## src/rtl/hvd_pkg.sv

```systemverilog
// Shared types and constants of the haversine distance pipeline.
// Fixed field widths, fixed-point scalings, CORDIC arctangent table.
// No dependencies.
package hvd_pkg;

   // Field widths
   localparam int LAT_W      = 30;
   localparam int LON_W      = 31;
   localparam int DIST_W     = 25;
   localparam int CSR_DATA_W = 31;

   // Angles are degrees * 2^ANGLE_FRAC_BITS; fixed with the field widths, which
   // keep every angle difference within one full turn for the single-step wrap
   localparam int ANGLE_FRAC_BITS = 22;

   // Internal widths
   localparam int ANGLE_W      = 32;   // angle in units of 2^-(F+1) degree
   localparam int TRIG_W       = 34;   // Q30 values with headroom
   localparam int MAG_W        = 31;   // magnitude of a Q30 trig value
   localparam int PROD_W       = 62;   // product of two magnitudes
   localparam int SUM_W        = 64;   // signed haversine sum
   localparam int A_W          = 61;   // clamped haversine term, Q60 in [0, 1]
   localparam int ROOT_W       = 31;   // Q30 root
   localparam int RES_W        = 62;   // partial root inside the square root
   localparam int SQRT_STEPS   = 31;   // one result bit per step
   localparam int RED_MAG_W    = 30;   // folded angle magnitude
   localparam int DEG_PROD_W   = 62;
   localparam int DEG_X_W      = 37;
   localparam int RECIP_SPLIT  = 19;
   localparam int RECIP_SHIFT  = 43;
   localparam int DIV_PP_W     = DEG_X_W + RECIP_SPLIT;
   localparam int DIV_SUM_W    = DIV_PP_W + RECIP_SPLIT;
   localparam int ANG_W        = 31;   // final Q30 arc angle
   localparam int DPROD_W      = 55;
   localparam int SCALE_W      = 24;
   localparam int MAX_ITERATIONS = 30;

   typedef logic signed [TRIG_W-1:0] trig_type;

   typedef enum logic [0:0] {
      CSR_GOAL_LATITUDE  = 1'b0,
      CSR_GOAL_LONGITUDE = 1'b1
   } csr_index_type;

   // Turn sizes in units of 2^-(F+1) degree; a half turn is 45 * 2^DEG_SHIFT
   localparam longint HALF_TURN    = longint'(180) <<< (ANGLE_FRAC_BITS + 1);
   localparam longint FULL_TURN    = 2 * HALF_TURN;
   localparam longint QUARTER_TURN = HALF_TURN / 2;
   localparam int     DEG_SHIFT    = ANGLE_FRAC_BITS + 3;

   localparam logic [31:0]           PI_Q30   = 32'd3373259426;
   localparam logic [DEG_PROD_W-1:0] HALF_RND = DEG_PROD_W'(HALF_TURN / 2);

   // floor(x / 45) = (x * DIV45_MULT) >> RECIP_SHIFT for x below 2^DEG_X_W
   localparam logic [37:0] DIV45_MULT =
      38'(((64'd1 << RECIP_SHIFT) + 64'd44) / 64'd45);
   localparam logic [RECIP_SPLIT-1:0] DIV45_HI = DIV45_MULT[37:19];
   localparam logic [RECIP_SPLIT-1:0] DIV45_LO = DIV45_MULT[18:0];

   localparam trig_type CORDIC_K_Q30 = 34'sd652032874;

   // round(atan(2^-i) * 2^30)
   localparam logic [30:0] ATAN_Q30 [MAX_ITERATIONS] = '{
      31'd843314857, 31'd497837829, 31'd263043837, 31'd133525159,
      31'd67021687,  31'd33543516,  31'd16775851,  31'd8388437,
      31'd4194283,   31'd2097149,   31'd1048576,   31'd524288,
      31'd262144,    31'd131072,    31'd65536,     31'd32768,
      31'd16384,     31'd8192,      31'd4096,      31'd2048,
      31'd1024,      31'd512,       31'd256,       31'd128,
      31'd64,        31'd32,        31'd16,        31'd8,
      31'd4,         31'd2
   };

   localparam logic [A_W-1:0]     ONE_Q60    = A_W'(1) << 60;
   localparam logic [SCALE_W-1:0] DIST_SCALE = 24'd13047808;   // 2 * 6371 * 1024
   localparam logic [DIST_W-1:0]  DIST_MAX   = 25'd20495450;

   // Magnitude of a Q30 trig value
   function automatic logic [MAG_W-1:0] trig_mag(trig_type v);
      trig_type a;
      a = (v < 0) ? -v : v;
      return a[MAG_W-1:0];
   endfunction

endpackage

```

## src/rtl/hvd_sqrt.sv

```systemverilog
// Pipelined floor square root of a Q60 value, one result bit per stage.
// Depends on hvd_pkg.
module hvd_sqrt (
   input  logic                         clock,
   input  logic                         advance,
   input  logic [hvd_pkg::A_W-1:0]      value,
   output logic [hvd_pkg::ROOT_W-1:0]   root
);
   import hvd_pkg::*;

   logic [A_W-1:0]   rem_ff [SQRT_STEPS-1];
   logic [RES_W-1:0] res_ff [SQRT_STEPS];

   for (genvar j = 0; j < SQRT_STEPS; j++) begin : g_step
      localparam int               K   = SQRT_STEPS - 1 - j;
      localparam logic [RES_W-1:0] BIT = RES_W'(1) << (2 * K);
      logic [A_W-1:0]   rem_prev;
      logic [RES_W-1:0] res_prev;
      logic [RES_W:0]   trial;
      logic             fits;

      if (j == 0) begin : g_first
         assign rem_prev = value;
         assign res_prev = '0;
      end else begin : g_next
         assign rem_prev = rem_ff[j-1];
         assign res_prev = res_ff[j-1];
      end

      assign trial = {1'b0, res_prev} + {1'b0, BIT};
      assign fits  = {2'b00, rem_prev} >= trial;

      always_ff @(posedge clock) begin
         if (advance) begin
            res_ff[j] <= fits ? (res_prev >> 1) + BIT : res_prev >> 1;
         end
      end

      if (j < SQRT_STEPS - 1) begin : g_rem
         always_ff @(posedge clock) begin
            if (advance) begin
               rem_ff[j] <= fits ? rem_prev - trial[A_W-1:0] : rem_prev;
            end
         end
      end
   end

   assign root = res_ff[SQRT_STEPS-1][ROOT_W-1:0];

endmodule
```

## config.mk

```make
export PLATFORM = sky130hd
export DESIGN_NAME = hvd_sqrt
export DESIGN_NICKNAME = d
export VERILOG_FILES = /design/src/rtl/hvd_pkg.sv /design/src/rtl/hvd_sqrt.sv
export SDC_FILE = /design/constraint.sdc
export NUM_CORES = 2
export LEC_CHECK = 0
export BUFFER_PORTS_ARGS = -buffer_cell sky130_fd_sc_hd__buf_2
export CORE_MARGIN = 5
export CORE_UTILIZATION = 58
export DETAILED_ROUTE_END_ITERATION = 8
export HOLD_SLACK_MARGIN = 0.02
export MAX_ROUTING_LAYER = met4
export PLACE_DENSITY = 0.79
export SKIP_CTS_REPAIR_TIMING = 1
export SYNTH_ARGS = -nofsm -noshare
export SYNTH_HDL_FRONTEND = slang
export SYNTH_SLANG_ARGS = --single-unit
export TNS_END_PERCENT = 10
```

## constraint.sdc

```tcl
create_clock -name clock -period 3.5 [get_ports clock]
set_input_delay 0.175 -clock clock [delete_from_list [all_inputs] [get_ports clock]]
set_output_delay 0.175 -clock clock [all_outputs]
set_load 0.005 [all_outputs]
```

# == Word level (Yosys, flattened, before mapping) ==
# Memory sizes are Yosys's and may differ from the RTL's.
# Cells that the tools add are included.
# classes
multipliers,0
n_lt_le_gt_ge,31
shifts,0
muxes,63
bitwise,0
reduce_logical,0
eq_ne,0
n_addsub,90
n_div,0
# op_table
op,count
two-way mux 61 bit,31
>= comparator 61 x 63 -> 1 bit,30
two-way mux 62 bit,30
subtractor 61 bit,29
"adder 62 x 1 -> 63 bit, second input constant",1
"adder 62 x 11 -> 63 bit, second input constant",1
"adder 62 x 13 -> 63 bit, second input constant",1
"adder 62 x 15 -> 63 bit, second input constant",1
"adder 62 x 17 -> 63 bit, second input constant",1
"adder 62 x 19 -> 63 bit, second input constant",1
"adder 62 x 21 -> 63 bit, second input constant",1
"adder 62 x 23 -> 63 bit, second input constant",1
"adder 62 x 25 -> 63 bit, second input constant",1
"adder 62 x 27 -> 63 bit, second input constant",1
"adder 62 x 29 -> 63 bit, second input constant",1
"adder 62 x 3 -> 63 bit, second input constant",1
"adder 62 x 31 -> 63 bit, second input constant",1
"adder 62 x 33 -> 63 bit, second input constant",1
"adder 62 x 35 -> 63 bit, second input constant",1
"adder 62 x 37 -> 63 bit, second input constant",1
"adder 62 x 39 -> 63 bit, second input constant",1
"adder 62 x 41 -> 63 bit, second input constant",1
"adder 62 x 43 -> 63 bit, second input constant",1
"adder 62 x 45 -> 63 bit, second input constant",1
43 further kinds,44
# word_totals
ram_bits,3752
latchBits,0
rom_bits,0
word_cells,186
mem_count,2
ff_bits,0
# mem_list
memory,depth,width,rd,rd_clocked_by_memory_dff,write_ports,line,rtl
res_ff,31,62,31,0,31,hvd_sqrt.sv:12,logic [RES_W-1:0] res_ff [SQRT_STEPS];
rem_ff,30,61,30,0,30,hvd_sqrt.sv:11,logic [A_W-1:0] rem_ff [SQRT_STEPS-1];

# == Longest topological paths before layout ==
# An unclocked memory read counts as a cell.
# logic_depth
word_depth,4
mapped_depth,14

# == Worst setup path before layout ==
# Ideal clock, no wire load.
# synth_path
path_type,reg2reg
start,memory rem_ff[28][26] (netlist: rem_ff[1][758])
end,memory rem_ff[29][45] (netlist: rem_ff[1][838]) (data pin)
stages_incl_launch_ff,12
n_path_buf,1
arrival_time_ns,3.082
required_ns,3.242
slack_ns,0.160
synth_period_minus_slack_ns,3.340
cell_sequence,edfxtp_1 -> ha_1 -> clkbuf_1 -> nand2_1 -> or4_1 -> or3b_1 -> o211ai_2 -> a211oi_1 -> or4_4 -> nor2_2 -> nand3_1 -> xnor2_1
# synth_rtl
element,line
from (decl),hvd_sqrt.sv:11

==> results.toml <==
[global_route]
grt_max_degree = 182
gr-usage-all-layers_pct = 28.8
grt_pass1_vias = 74435
grt_pass1_wl_um = 432000
grt_overflow = 0
antenna_found_initial = 9

[die]
start_util_pct = 58.4
die_x_um = 448
num_rows = 160
die_h_um = 448
pin_count = 94
coreArea_um2 = 190000
dieArea_um2 = 201000

[synth]
ys.flop_type = "edfxtp_1"
ys_warn_count = 0
yosysUniqueCellTypes = 106
synth_area_um2 = 111000
synthArstFlopShare_pct = 0
synth_edf_count = 2326
ys_seq_elements = 2326
seq_area_frac_synth_pct = 62.8
netlist_instances = 8788
syn_area_per_cell_um2 = 12.7
synth_fp_nets = 9374

[critical_path]
critical_path_buf_inv_count = 1
crit_chain = "ha_4 -> or4b_4 -> nor4_4 -> nand4_1 -> nor3_2 -> nor4_2 -> o211a_1 -> or4b_4 -> buf_6 -> nor2_4 -> xor2_1"
critPathMaxFanout = 5
r2r_cells = 11
crit_arrival_ns = 4.08
path_delay_family = "simple AND/OR/NAND/NOR gates"
critPathKind = "register to register"
cpMaxStageDelayCell = "or4b_4"
crit_path_start_kind = "register"
end_kind = "register"
crit_top_cell = "or4b_4"
cp.depth = 11
required_ns = 4.11
cpPeakStageDelay_ns = 0.60

[power_and_ir_drop]
power_frac_clock_pct = 29.8
p_leak_nw = 49.7
combPwrFrac_pct = 24.3
swShare_pct = 30.4
p_sw_mw = 25.6
internal_power_mw = 58.7
pwr_density_cell_nw_per_um2 = 651
vdd_drop_max_mv = 0.546
power_frac_seq_pct = 45.9

[timing]
max_freq_ghz = 0.288
maxSlewViolCount = 0
min_period_ns = 3.47
setup_viol = 0
finClkSkew_ns = 0.0854
rsz0062_at_grt = "yes"
max_slew_margin_pct = 13.9
tightest_slew_ns = 1.28
finalHoldViolCount = 0
post-route-period-util_pct = 99.2

[placed_design]
gp_congestion = 0.943
port_buffers = 93
place_area_um2 = 119000
placed_cells = 11880
detailed_place_hpwl_um = 209000

[final_layout]
final_area_um2 = 129000
final_nets = 10325
layout-drive-gt1-share_pct = 14.0
instances_no_fill = 12453
syn2layout_area_growth_pct = 16.4

[clocking]
cts_buffer_depth = 3
cts_tree = "built"
clkLatencyLatePin_ns = 0.91
clk_pin_slew_ns = 0.06
cts-htree-levels = 4
cts_sinks = 2326
root_buffer = "clkbuf_16"
cts_buffers = 230

[job]
cap_violations = 0

[detailed_routing]
vias = 75879
drtAntennaViolNets = 0
first_pass_iters = 6
drcViolationCount = 0
viasPerCell = 6.09
routed_wl_um = 290000
wire_per_inst_um = 23.3
first_iter_violations = 8009

[worst_hold_path]
hold_depth = 2
hold_path.class = "input pin to register"

[status]
outcome = "finished clean"
-- registers in the layout, summed over array words and instances, names as in the netlist --
| register | count |
|---|---|
| res_ff | 496 |
| rem_ff | 1830 |
-- area by class of cell --
| type | count | area, um^2 |
|---|---|---|
| timing repair buffer | 879 | 7090 |
| multi-input combinational | 5634 | 39200 |
| sequential | 2326 | 69800 |
| clock buffer | 278 | 5940 |
| tap | 2511 | 3140 |
| inverter | 668 | 2510 |
| fill | 13013 | 60900 |
| antenna | 7 | 17.5 |
| clock inverter | 150 | 1780 |
-- metal layers --
layer | GRT usage (%) | part of all wire (%) | vias to the layer above
li1 | - | - | 34859
met1 | 35.4 | 38 | 37034
met2 | 48.3 | 50 | 3242
met3 | 3.92 | 6.8 | 744
met4 | 12.0 | 4.9 | 0
met5 | - | 0 | -
-- cells in the final DEF, fill, tap and decap left out, drive strengths merged, types with 30 or more instances in the layout --
cell / Yosys / final
edfxtp: 2326 / 2326
buf: 42 / 756
inv: 668 / 671
nor2: 588 / 588
a21oi: 586 / 586
nand2: 549 / 549
ha: 523 / 523
xnor2: 415 / 415
o21ai: 396 / 396
xor2: 382 / 382
nor4: 302 / 302
clkbuf: 120 / 278
nor3: 218 / 218
a21o: 186 / 186
nand3: 153 / 154
nand4: 134 / 134
dlygate4sd3: 0 / 123
clkinv: 0 / 103
nand2b: 90 / 90
or3: 81 / 81
o21a: 80 / 80
or4: 76 / 76
mux2: 72 / 72
nor2b: 60 / 60
nor4b: 57 / 57
a211oi: 51 / 51
o21bai: 45 / 45
a31oi: 44 / 44
and3: 41 / 41
and2: 41 / 41
o31ai: 40 / 40
or2: 36 / 36
o211ai: 30 / 30
-- power by group through the flow --
stage | Clock (mW) | Combinational, mW | Sequential, mW
after global routing | 26.7 | 22.5 | 39.0
after CTS | 25.4 | 19.8 | 38.6
after detailed placement | 0 | 19.5 | 39.1
after global placement | 0 | 19.2 | 39.0
after floorplan | 0 | 13.0 | 37.7
final | 25.2 | 20.5 | 38.7
-- logic make-up (layout without fill, tap and decap cells) --
logic type	Yosys count	count (layout)	synth area share [%]
AOI/OAI and AO/OA	1669	1670	9.31
DFF	2326	2326	62.8
buffers and inverters	830	1975	2.85
xor gates and xnor gates	797	797	6.28
and+or+nand+nor	2559	2560	12.0
adders and majority gates	523	523	5.89
muxes	83	83	0.828
other	1	8	0.00337
-- path summary, 6_finish.rpt --
path                                  from                       end  slack [ns]
hold reg to reg   res_ff[1][278]$_DFFE_PP_  res_ff[1][339]$_DFFE_PP_        0.39
hold / removal                     advance  rem_ff[0][844]$_DFFE_PP_        0.35
setup reg to reg  rem_ff[1][501]$_DFFE_PP_  rem_ff[1][609]$_DFFE_PP_        0.03
setup / recovery  rem_ff[1][501]$_DFFE_PP_  rem_ff[1][609]$_DFFE_PP_        0.03
-- cells in the mapped netlist, drive strengths merged (153+ instances only) --
cell	count	area [um^2]
edfxtp	2326	69800
inv	668	2510
nor2	588	2210
a21oi	586	2940
nand2	549	2060
ha	523	6540
xnor2	415	3630
o21ai	396	1980
xor2	382	3350
nor4	302	1910
nor3	218	1120
a21o	186	1400
nand3	153	771
-- stage by stage --
step	utilization [%]	worst slack (ns)	power, mW	setup TNS (ns)	hold slack [ns]
2_1_floorplan	-	0.160	50.6	0	0.274
3_3_place_gp	62.8	-0.225	58.2	-1.15	0.352
3_5_place_dp	62.8	-0.169	58.7	-1.47	0.353
4_1_cts	66.8	-0.239	83.7	-4.33	-0.639
5_1_grt	68.0	-0.0772	88.2	-1.17	0.311
6_report	68.0	0.0273	84.3	0	0.350
Power figures use the tool's default switching activity.
